<file path="src/rtl/core/lcbs_pkg.sv">
// Shared types and constants of the language card bank switch.
`default_nettype none

package lcbs_pkg;

  // Transaction opcodes
  localparam logic [2:0] OpSwRead   = 3'd0;
  localparam logic [2:0] OpSwWrite  = 3'd1;
  localparam logic [2:0] OpBankRead = 3'd2;
  localparam logic [2:0] OpBankWrite = 3'd3;
  localparam logic [2:0] OpRomLoad  = 3'd4;

  // Address map
  localparam logic [15:0] BankBase = 16'hD000;
  localparam logic [3:0]  BankNib  = 4'hD;
  localparam logic [2:0]  UpperTop = 3'b111;

  // Unified RAM: bank 2 at 0, bank 1 at 4K, upper RAM at 8K
  localparam int unsigned RamIdxW  = 14;
  localparam int unsigned RomOffW  = 14;
  localparam int unsigned CfgW     = 14;

  typedef struct packed {
    logic [2:0]  opcode;
    logic [15:0] address;
    logic [7:0]  write_data;
  } in_t;

  typedef struct packed {
    logic [7:0] read_data;
    logic       ram_read_mode;
    logic       ram_write_mode;
    logic       bank_two_active;
    logic       write_armed;
  } out_t;

  typedef struct packed {
    logic read_ram;
    logic write_ram;
    logic prewrite;
    logic bank_two;
  } flags_t;

  typedef struct packed {
    logic               ram_we;
    logic               ram_re;
    logic [RamIdxW-1:0] ram_idx;
    logic               rom_we;
    logic               rom_re;
    logic [RomOffW-1:0] rom_off;
  } mem_req_t;

  typedef enum logic [1:0] {
    RdZero = 2'd0,
    RdOnes = 2'd1,
    RdRam  = 2'd2,
    RdRom  = 2'd3
  } rd_sel_e;

endpackage

`default_nettype wire

</file>
<file path="src/rtl/core/lcbs_switch.sv">
// Soft switch decoder and mode flag registers.
`default_nettype none

module lcbs_switch (
  input  wire logic            clk_i,
  input  wire logic            rst_ni,
  input  wire logic            touch_i,
  input  wire logic [3:0]      sw_i,
  output lcbs_pkg::flags_t     flags_o
);

  lcbs_pkg::flags_t flags_d, flags_q;
  logic [3:0]       last_sw_d, last_sw_q;

  // Decode one switch access
  always_comb begin
    flags_d   = flags_q;
    last_sw_d = last_sw_q;
    if (touch_i) begin
      flags_d.bank_two = ~sw_i[3];
      flags_d.read_ram = (sw_i[1:0] == 2'b00) || (sw_i[1:0] == 2'b11);
      if (sw_i[0]) begin
        // Second hit on the same odd switch enables writes
        if (flags_q.prewrite && (last_sw_q == sw_i)) begin
          flags_d.write_ram = 1'b1;
        end else begin
          flags_d.prewrite = 1'b1;
        end
      end else begin
        flags_d.write_ram = 1'b0;
        flags_d.prewrite  = 1'b0;
      end
      last_sw_d = sw_i;
    end
  end

  // Hold flags across transactions
  always_ff @(posedge clk_i or negedge rst_ni) begin
    if (!rst_ni) begin
      flags_q   <= '{read_ram: 1'b0, write_ram: 1'b0, prewrite: 1'b0, bank_two: 1'b1};
      last_sw_q <= '0;
    end else begin
      flags_q   <= flags_d;
      last_sw_q <= last_sw_d;
    end
  end

  assign flags_o = flags_q;

endmodule

`default_nettype wire

</file>
<file path="config.mk">
export PLATFORM = sky130hd
export DESIGN_NAME = lcbs_switch
export DESIGN_NICKNAME = d
export VERILOG_FILES = /design/src/rtl/core/lcbs_pkg.sv /design/src/rtl/core/lcbs_switch.sv
export SDC_FILE = /design/constraint.sdc
export NUM_CORES = 1
export LEC_CHECK = 0
export BUFFER_PORTS_ARGS = -buffer_cell sky130_fd_sc_hd__buf_2
export CAP_MARGIN = 40
export CORE_AREA = 3 3 40 42
export DETAILED_ROUTE_END_ITERATION = 6
export DIE_AREA = 0 0 43 45
export PLACE_DENSITY_LB_ADDON = 0.25
export SETUP_SLACK_MARGIN = 0.2
export SLEW_MARGIN = 30
export SYNTH_ARGS = -nofsm -noshare
export SYNTH_HDL_FRONTEND = slang
export SYNTH_SLANG_ARGS = --single-unit
</file>
<file path="constraint.sdc">
create_clock -name clk_i -period 0.88 [get_ports clk_i]
set_input_delay 0.088 -clock clk_i [delete_from_list [all_inputs] [get_ports clk_i]]
set_output_delay 0.088 -clock clk_i [all_outputs]
set_load 0.02 [all_outputs]
</file>
; ---- Yosys cells after proc, flatten, opt, wreduce, memory -nomap -nowiden
; Index checks and enable logic that the tools add are counted.
[totals]
register_bits = 8
word_cells = 18
inputBits = 7
out_inout_bits = 4
[classes]
n_eq_ne = 4
n_bitwise = 1
n_reduce_logical = 5
muxes = 3
[op_table]
columns = cell, count
row1 = $eq 4x4->1, 1
row2 = $reduce_and 2->1, 2
row3 = $eq 2x2->1 const B, 1
row4 = $logic_not 2->1, 1
row5 = $mux 1, 2
row6 = $mux 2, 1
row7 = $ne 2x1->1 const B, 1
row8 = $ne 2x2->1 const B, 1
row9 = $logic_and 1x1->1, 1
row10 = $logic_or 1x1->1, 1
row11 = $not 1->1, 1

; ---- Logic depth before layout (Yosys ltp)
; Gate-level depths: netlist of run 1.
[depth]
word_depth = 4
ltp_mapped = 4
mapped_depth_nobuf = 3

; ---- Least setup slack after synthesis of run 1
; No wires, ideal clock.
[synth_path]
path_type = reg2reg
start = register flags_q, in the netlist flags_o[1]
end = register flags_q, in the netlist flags_o[2]
n_path_buf = 0
arrival_time_ns = 0.816
t_required_ns = 0.755
period_less_slack_ns = 0.941
setup_ns = 0.125
path_stages_with_launch = 4
slack_ns = -0.061
cell_sequence = dfrtp_1 -> and3_1 -> a41oi_1 -> a21oi_1
[synth_via]
elab_chain_len = 3
[synth_rtl]
columns = item, line_no
row1 = "start, declared", lcbs_switch.sv:12  ; lcbs_pkg::flags_t flags_d, flags_q;
row2 = "start signal, assigned", lcbs_switch.sv:40  ; flags_q <= '{read_ram: 1'b0, write_ram: 1'b0, prewrite: 1'b0, bank_two: 1'b1};
row3 = "start signal, assigned", lcbs_switch.sv:43  ; flags_q <= flags_d;
row4 = $logic_and 1x1->1, lcbs_switch.sv:24  ; if (flags_q.prewrite && (last_sw_q == sw_i)) begin
row5 = $ne 2x1->1 (no line), --
row6 = $reduce_and 2->1 (no line), --
; No other way between the ends.
; A chain may end at the register's enable or synchronous reset.

; ---- Worst setup path in the final report of run 1
[layout_path]
start = register flags_q, in the netlist flags_o[0]
end = output port flags_o[0] (netlist name)
[layout_rtl]
columns = item, line_no
row1 = "end, declared", lcbs_switch.sv:9  ; output lcbs_pkg::flags_t flags_o
; No word-level cell between the ends.

==> impl_metrics.csv, run 1 <==
group,metric,value,unit
pwr,powerDensity,1810,nW/um2
timing,maxClockFrequency,1020,MHz
cells_and_area,fin_util,40.4,%
floorplan,floorplan.die_area,1940,um2
routing,drt-wirelength-per-cell,11.9,um
global_routing,grtUsageTotal,8.21,%
global_routing,grt_pass1_wl,1.12,mm
worst_hold_path,hold-path-cell-count,2,
clock_network,tritoncts,"built",
placement,place_ws,0.312,ps
pwr,share_seq_of_total_power,46.6,%
timing,rsz0062_at_grt,"true",
timing,final.hold.worst_slack,41.1,ps
routing,dr_total_vias,252,
clock_network,cts_root_buffer,"sky130_fd_sc_hd__clkbuf_4",
critical_path,critical-path-top-delay-family,"flip-flops",
timing,final_clock_skew,9.72,ps
critical_path,critical_path_arrival,890,ps
timing,fin_crit_sh,111,%
synth,postSynthCellCount,28,
floorplan,die-height,45,um
critical_path,timing.critical_path.required,790,ps
clock_network,cts_num_sinks,8,
placement,gp_routability_congestion,0.656,
global_routing,grt_remaining_overflow,0,
timing,setup_viol_count_final,3,
cells_and_area,syn_to_final_growth,47.7,%
pwr,net-switching-power,246,uW
floorplan,ios,11,
critical_path,timing.critical_path.depth,1,
floorplan,initial_core_util,27.4,%
floorplan,die_boundary_width,43,um
pwr,internal_power,695,uW
critical_path,slowest_delay,530,ps
global_routing,grt_start_max_net_pins,11,
outcome,run_status,"complete, but fails checks",
synth,synth.yosys.warnings,0,
critical_path,worst_setup_path_start_kind,"register",
pwr,leakage,0.251,nW
synth,syn_area_per_cell,12.6,um2
clock_network,cts.clk_slew.worst_paths,50,ps
cells_and_area,post_route_cells_drive_above_1_share,58.1,%
cells_and_area,finish.net_count,51,
timing,final_critical_path_setup_slack,-98.8,ps
critical_path,crit_path_end_kind,"primary output",
timing,transition_time_of_the_tightest_slew_check_pin,234,ps
routing,drt-pass1-iter-count,2,
synth,ys_seq_area_share,57.3,%
critical_path,worstRegToRegCells,3,
synth,mappedNetlistArea,352,um2
routing,routed_via_density,4.34,
timing,final_period_minus_worst_setup_slack,979,ps
critical_path,critical_path_peak_fanout,2,
flow_run,drv_cap,0,
clock_network,ctsHtreeMaxLevel,1,
routing,ant_nets,0,
global_routing,antenna_found_initial,0,
cells_and_area,postLayoutCellArea,519,um2
placement,numPortBuffers,10,
critical_path,cells_along_the_critical_path,"buf_6",
global_routing,first_global_vias,262,
floorplan,core_area,1280,um2
pwr,max_rail_drop_vdd,0.000681,V
clock_network,cts-root-to-sink-buffers,2,
synth,synth.distinct_cells,12,
pwr,clock_power_share,32.7,%
routing,drt-initial-drc-count,6,
clock_network,insertion_delay,260,ps
timing,slew_headroom,84.4,%
critical_path,critical_path_buf_inv_count,1,
critical_path,worstSetupPathType,"reg2out",
routing,routed_wl,690,um
synth,ys_seq_elements,8,
pwr,swShare,26.2,%
synth,synth_nets,35,
cells_and_area,antennaDiodeCount,0,
timing,report.final.slew_viol_count,0,
critical_path,cp_slowest_cell,"sky130_fd_sc_hd__dfstp_2",
pwr,share_comb_of_total_power,20.7,%
placement,placed_cell_area,424,um2
timing,final_hold_violation_count,0,
outcome,violations,"setup timing",
routing,drc_errors,0,
clock_network,cts_made_buffers,3,
floorplan,row_cnt,13,
worst_hold_path,hp-class,"in2reg",
[worst reg2reg max path, stage by stage (launching register included)]
cell	delay, ps
sky130_fd_sc_hd__dfrtp_1	410
sky130_fd_sc_hd__xnor2_2	150
sky130_fd_sc_hd__a41oi_2	180
sky130_fd_sc_hd__a21oi_1	50
[synth_stat cells]
library cell | instances | area, um2
sky130_fd_sc_hd__a21oi_1 | 1 | 5.00
sky130_fd_sc_hd__a41oi_1 | 1 | 8.76
sky130_fd_sc_hd__and3_1 | 1 | 6.26
sky130_fd_sc_hd__buf_6 | 1 | 11.3
sky130_fd_sc_hd__dfrtp_1 | 7 | 175
sky130_fd_sc_hd__dfstp_2 | 1 | 26.3
sky130_fd_sc_hd__inv_1 | 4 | 15.0
sky130_fd_sc_hd__mux2_2 | 4 | 45.0
sky130_fd_sc_hd__mux2i_1 | 1 | 10.0
sky130_fd_sc_hd__nand2_1 | 1 | 3.75
sky130_fd_sc_hd__o21ai_0 | 2 | 10.0
sky130_fd_sc_hd__xnor2_1 | 4 | 35.0
[layer usage]
metal  global-route usage (%)  part of all wire (%)  up-vias
li1                         -                     -      124
met1                     9.34                    47      117
met2                     12.6                    43        9
met3                     2.39                   7.8        2
met4                     7.23                   2.0        0
met5                        0                     0        -
[cell usage in the layout, fill, tap and decap left out, drive strengths merged]
cell,n
a21oi,1
a41oi,1
and3,1
buf,11
clkbuf,4
dfrtp,7
dfstp,1
dlygate4sd3,1
inv,4
mux2,4
mux2i,1
nand2,1
o21ai,2
xnor2,4
[path summary, 6_finish.rpt]
| kind | to | slack, ps | start |
|---|---|---|---|
| max | flags_o[0] | -100 | flags_o[0]$_DFFE_PN1P_ |
| min in group asynchronous | flags_o[2]$_DFFE_PN0P_ | 200 | rst_ni |
| min reg2reg | flags_o[0]$_DFFE_PN1P_ | 480 | flags_o[0]$_DFFE_PN1P_ |
| max in group asynchronous | flags_o[0]$_DFFE_PN1P_ | 430 | rst_ni |
| max reg2reg | flags_o[2]$_DFFE_PN0P_ | -30 | last_sw_q[2]$_DFFE_PN0P_ |
| min | flags_o[0]$_DFFE_PN1P_ | 40 | sw_i[3] |
[power groups by stage]
stage	logic, mW	registers [mW]	clock network, mW
final	0.195	0.438	0.308
after global routing	0.211	0.442	0.338
after CTS	0.184	0.435	0.327
after detailed placement	0.148	0.437	0
after global placement	0.145	0.434	0
after floorplan	0.0753	0.458	0
[kinds of logic (layout without fill, tap and decap cells)]
kind of cell | after synthesis | after routing | synth area share [%]
xor+xnor | 4 | 4 | 9.96
buf+inv | 5 | 20 | 7.47
mux | 5 | 5 | 15.7
compound gates | 4 | 4 | 6.76
simple gates | 2 | 2 | 2.85
flops | 8 | 8 | 57.3
[flip-flops by register name, summed over array words and instances (netlist names)]
signal / cells
last_sw_q: 4
flags_o: 4
[per-stage QoR]
| step | TNS, ps | power (mW) | cells |
|---|---|---|---|
| 6_report | -150 | 0.941 | 58 |
| 5_1_grt | -285 | 0.990 | 58 |
| 4_1_cts | -177 | 0.946 | 58 |
| 3_5_place_dp | 0 | 0.585 | 52 |
| 3_3_place_gp | 0 | 0.579 | 52 |
| 2_1_floorplan | -11.0 | 0.533 | 28 |
[repair_timing]
item | 4_1_cts | 5_1_grt
hold endpoints to repair | 8 | 0
resized for setup | 10 | 3
setup buffers | 1 | 0
setup endpoints to repair | 10 | 10
hold buffers | 1 | 0
[area by class of cell]
class,count,area (um2)
fill,134,766
inverter,4,15.0
sequential,8,204
timing repair buffer,12,92.6
tap,15,18.8
clock buffer,4,26.3
multi-input combinational,15,163
(Power assumes the default switching activity.)
==> run 2, diff against run 1 <==
--- a/config.mk
+++ b/config.mk
@@ -7,11 +7,12 @@
 export LEC_CHECK = 0
 export BUFFER_PORTS_ARGS = -buffer_cell sky130_fd_sc_hd__buf_2
 export CAP_MARGIN = 40
-export CORE_AREA = 3 3 40 42
+export CORE_AREA = 2 2 39 41
 export DETAILED_ROUTE_END_ITERATION = 6
-export DIE_AREA = 0 0 43 45
+export DIE_AREA = 0 0 41 43
 export PLACE_DENSITY_LB_ADDON = 0.25
 export SETUP_SLACK_MARGIN = 0.2
+export SKIP_CTS_REPAIR_TIMING = 1
 export SLEW_MARGIN = 30
 export SYNTH_ARGS = -nofsm -noshare
 export SYNTH_HDL_FRONTEND = slang
==> impl_metrics.csv, run 2 (synthesized netlist as in run 1, its figures left out) <==
group,metric,value,unit
outcome,run_status,"complete, but fails checks",
outcome,violations,"setup timing",
timing,final_period_minus_worst_setup_slack,976,ps
floorplan,die-height,43,um
global_routing,grt_pass1_wl,1.00,mm
placement,numPortBuffers,10,
global_routing,grt_remaining_overflow,0,
critical_path,crit_path_end_kind,"primary output",
pwr,leakage,0.244,nW
critical_path,worst_setup_path_start_kind,"register",
routing,dr_total_vias,245,
global_routing,grtUsageTotal,9.29,%
timing,final.hold.worst_slack,50.4,ps
timing,slew_headroom,86.9,%
critical_path,critical-path-top-delay-family,"flip-flops",
timing,final_hold_violation_count,0,
cells_and_area,finalNonFillerCells,59,
critical_path,cells_along_the_critical_path,"buf_6",
floorplan,ios,11,
global_routing,antenna_found_initial,0,
pwr,total_power,927,uW
cells_and_area,mostFrequentLayoutCell,"sky130_fd_sc_hd__buf_2",
cells_and_area,fill_cells,144,
cells_and_area,finish.net_count,51,
cells_and_area,post_route_cells_drive_above_1_share,60.5,%
cells_and_area,layout.cells.most_common_list,"sky130_fd_sc_hd__buf_2 (6), sky130_fd_sc_hd__dfrtp_1 (5), sky130_fd_sc_hd__mux2_2 (4), sky130_fd_sc_hd__inv_1 (4), sky130_fd_sc_hd__buf_6 (4)",
placement,place.detailed.hpwl,474,um
routing,drc_errors,0,
routing,routed_wl,679,um
routing,drt-pass1-iter-count,3,
placement,placedCellCount,53,
cells_and_area,antennaDiodeCount,0,
clock_network,tritoncts,"built",
global_routing,first_global_vias,224,
timing,setup-tns-final,-122,ps
timing,final_critical_path_setup_slack,-96.0,ps
pwr,powerDensity,1790,nW/um2
timing,fin_crit_sh,111,%
pwr,max_rail_drop_vdd,0.000839,V
routing,drt-initial-drc-count,1,
flow_run,drv_cap,0,
critical_path,timing.critical_path.required,790,ps
routing,drt-wirelength-per-cell,11.5,um
clock_network,cts_num_sinks,8,
timing,report.final.slew_viol_count,0,
clock_network,cts-root-to-sink-buffers,2,
floorplan,die_boundary_width,41,um
clock_network,cts_made_buffers,3,
worst_hold_path,hp-class,"in2reg",
routing,ant_nets,0,
critical_path,critical_path_peak_fanout,2,
critical_path,critical_path_arrival,890,ps
critical_path,slowest_delay,530,ps
timing,transition_time_of_the_tightest_slew_check_pin,196,ps
clock_network,ctsHtreeMaxLevel,1,
critical_path,critical_path_buf_inv_count,1,
placement,place_ws,1.22,ps
critical_path,worstSetupPathType,"reg2out",
placement,gp_routability_congestion,0.681,
clock_network,insertion_delay,250,ps
timing,final_clock_skew,6.46,ps
timing,rsz0062_at_grt,"true",
timing,setup_viol_count_final,3,
floorplan,row_cnt,14,
floorplan,core_area,1380,um2
timing,maxClockFrequency,1020,MHz
clock_network,cts.clk_slew.worst_paths,50,ps
routing,routed_via_density,4.15,
cells_and_area,syn_to_final_growth,47.0,%
floorplan,floorplan.die_area,1760,um2
floorplan,initial_core_util,25.4,%
clock_network,cts_root_buffer,"sky130_fd_sc_hd__clkbuf_4",
critical_path,cp_slowest_cell,"sky130_fd_sc_hd__dfstp_2",
global_routing,grt_start_max_net_pins,11,
[run 2: power breakdown]
part	internal (mW)	switching [mW]	leakage [nW]
clock	0.173	0.124	0.0150
sequential	0.410	0.0297	0.0933
combinational	0.107	0.0840	0.136
[run 2: cell type report]
cell class	count	area, um2	share of cell area (%)
Clock buffer	4	26.3	5.08
Inverter	4	15.0	2.91
Multi-Input combinational cell	15	159	30.8
Sequential cell	8	204	39.5
Tap cell	16	20.0	3.87
Timing Repair Buffer	12	92.6	17.9
[run 2: worst paths after layout]
path | slack [ps] | start | endpoint | cells past startpoint
setup reg to reg | -10 | last_sw_q[2]$_DFFE_PN0P_ | flags_o[2]$_DFFE_PN0P_ | 3
min in group asynchronous | 210 | rst_ni | flags_o[2]$_DFFE_PN0P_ | 2
max in group asynchronous | 420 | rst_ni | flags_o[0]$_DFFE_PN1P_ | 2
hold / removal | 50 | sw_i[3] | flags_o[0]$_DFFE_PN1P_ | 2
setup / recovery | -100 | flags_o[0]$_DFFE_PN1P_ | flags_o[0] | 1
hold reg to reg | 480 | flags_o[0]$_DFFE_PN1P_ | flags_o[0]$_DFFE_PN1P_ | 2
[run 2: per-stage QoR]
stage | instance area [um2] | util [%]
final | 517 | 37.3
after global routing | 517 | 37.3
after CTS | 452 | 32.6
after detailed placement | 425 | 30.7
after global placement | 425 | 30.7
after floorplan | 367 | -
[run 2: routing by layer]
metal | wire length [um] | track usage, %
met1 | 288 | 12.5
met2 | 342 | 10.3
met3 | 43 | 4.71
met4 | 5 | 8.00
met5 | 0 | 0
==> run 3, diff against run 2 <==
--- a/config.mk
+++ b/config.mk
@@ -8,6 +8,7 @@
 export BUFFER_PORTS_ARGS = -buffer_cell sky130_fd_sc_hd__buf_2
 export CAP_MARGIN = 40
 export CORE_AREA = 2 2 39 41
+export CTS_BUF_LIST = sky130_fd_sc_hd__clkbuf_8
 export DETAILED_ROUTE_END_ITERATION = 6
 export DIE_AREA = 0 0 41 43
 export PLACE_DENSITY_LB_ADDON = 0.25
==> impl_metrics.csv, run 3 (synthesized netlist as in run 1, its figures left out) <==
group,metric,value,unit
placement,place.detailed.hpwl,474,um
global_routing,grt_start_max_net_pins,11,
critical_path,critical-path-top-delay-family,"flip-flops",
timing,setup_viol_count_final,2,
flow_run,drv_cap,0,
outcome,violations,"setup timing",
critical_path,critical_path_peak_fanout,2,
cells_and_area,finish.net_count,51,
cells_and_area,mostFrequentLayoutCell,"sky130_fd_sc_hd__buf_2",
global_routing,antenna_found_initial,0,
global_routing,busiest_layer_in_global_routing,"met1",
worst_hold_path,holdCritStartpoint,"sw_i[3]",
critical_path,worstRegToRegCells,3,
clock_network,cts.clk_slew.worst_paths,40,ps
timing,report.final.slew_viol_count,0,
critical_path,crit_path_end_kind,"primary output",
pwr,max_rail_drop_vdd,0.000783,V
routing,routed_wl,681,um
routing,routed_via_density,4.10,
critical_path,r2r_start,"last_sw_q[2]$_DFFE_PN0P_",
clock_network,cts_root_buffer,"sky130_fd_sc_hd__clkbuf_8",
placement,gp_routability_congestion,0.681,
worst_hold_path,hp-class,"in2reg",
critical_path,critical_path_buf_inv_count,1,
timing,fin_crit_sh,108,%
global_routing,grt_remaining_overflow,0,
critical_path,timing.critical_path.required,790,ps
timing,final_period_minus_worst_setup_slack,948,ps
critical_path,worst_r2r_endpoint,"flags_o[2]$_DFFE_PN0P_",
timing,final_hold_violation_count,0,
floorplan,row_cnt,14,
placement,placed_cell_area,425,um2
cells_and_area,syn_to_final_growth,52.3,%
global_routing,grt_pass1_wl,1.02,mm
critical_path,critical_path_arrival,860,ps
timing,final_critical_path_setup_slack,-68.0,ps
critical_path,cp_slowest_cell,"sky130_fd_sc_hd__dfstp_2",
timing,transition_time_of_the_tightest_slew_check_pin,196,ps
clock_network,ctsHtreeMaxLevel,1,
critical_path,slowest_delay,530,ps
timing,slew_headroom,86.9,%
placement,place_ws,1.22,ps
clock_network,insertion_delay,220,ps
floorplan,die-height,43,um
routing,drt-initial-drc-count,2,
worst_hold_path,hold-path-cell-count,2,
routing,ant_nets,0,
global_routing,use_met1,12.8,%
worst_hold_path,hold-path-endpoint,"flags_o[0]$_DFFE_PN1P_",
clock_network,cts_num_sinks,8,
global_routing,grtUsageTotal,8.89,%
timing,maxClockFrequency,1050,MHz
cells_and_area,post_route_cells_drive_above_1_share,60.5,%
cells_and_area,postLayoutCellArea,536,um2
pwr,powerDensity,2000,nW/um2
critical_path,critPathLaunch,"flags_o[0]$_DFFE_PN1P_",
pwr,leakage,0.256,nW
timing,rsz0062_at_grt,"true",
floorplan,die_boundary_width,41,um
clock_network,cts_made_buffers,3,
cells_and_area,fin_util,38.7,%
cells_and_area,fill_cells,141,
critical_path,worstSetupPathType,"reg2out",
outcome,run_status,"complete, but fails checks",
placement,numPortBuffers,10,
critical_path,cells_along_the_critical_path,"buf_6",
cells_and_area,antennaDiodeCount,0,
global_routing,grt.met2_usage,10.6,%
global_routing,first_global_vias,226,
floorplan,initial_core_util,25.4,%
floorplan,core_area,1380,um2
routing,drt-wirelength-per-cell,11.5,um
critical_path,worst_setup_path_start_kind,"register",
timing,final_clock_skew,4.21,ps
cells_and_area,layout.cells.most_common_list,"sky130_fd_sc_hd__buf_2 (6), sky130_fd_sc_hd__inv_1 (5), sky130_fd_sc_hd__dfrtp_1 (5)",
timing,setup-tns-final,-81.7,ps
clock_network,cts-root-to-sink-buffers,2,
floorplan,ios,11,
routing,drc_errors,0,
routing,dr_total_vias,242,
global_routing,met3_usage,3.14,%
floorplan,floorplan.die_area,1760,um2
critical_path,reg_to_reg_setup_timing_slack,-10,ps
pwr,total_power,1.07,mW
routing,drt-pass1-iter-count,2,
clock_network,tritoncts,"built",
==> run 3: worst max path at each step <==
stage | to | slack [ps] | cells after the start
final | flags_o[0] | -70 | 1
after floorplan | flags_o[2]$_DFFE_PN0P_ | -10 | 3
after global placement | flags_o[2]$_DFFE_PN0P_ | 7 | 3
after global routing | flags_o[0] | -90 | 1
after CTS | flags_o[0] | -110 | 1
after detailed placement | flags_o[2]$_DFFE_PN0P_ | 1 | 3
==> run 3: per-layer routing <==
metal / part of all wire (%) / wire length (um)
met4: 0 / 0
met2: 51 / 348
met3: 5.1 / 35
met1: 44 / 297
met5: 0 / 0
==> run 3: power breakdown <==
| part | internal, mW | switching (mW) |
|---|---|---|
| sequential | 0.411 | 0.0294 |
| clock | 0.302 | 0.139 |
| combinational | 0.107 | 0.0838 |
==> run 3: cell type report <==
| type | count | area (um2) | share of cell area (%) |
|---|---|---|---|
| clock buffers | 3 | 41.3 | 7.71 |
| inverters | 4 | 15.0 | 2.80 |
| well taps | 16 | 20.0 | 3.74 |
| multi-input cells | 15 | 159 | 29.7 |
| clock inverters | 1 | 3.75 | 0.701 |
| flip-flops and latches | 8 | 204 | 38.1 |
| repair buffers | 12 | 92.6 | 17.3 |
==> run 3: metrics by stage <==
step | cells | hold slack (ps)
final | 59 | 76.4
after global routing | 59 | 77.4
after CTS | 57 | -302
after detailed placement | 53 | -58.3
after global placement | 53 | -63.6
after floorplan | 28 | -208
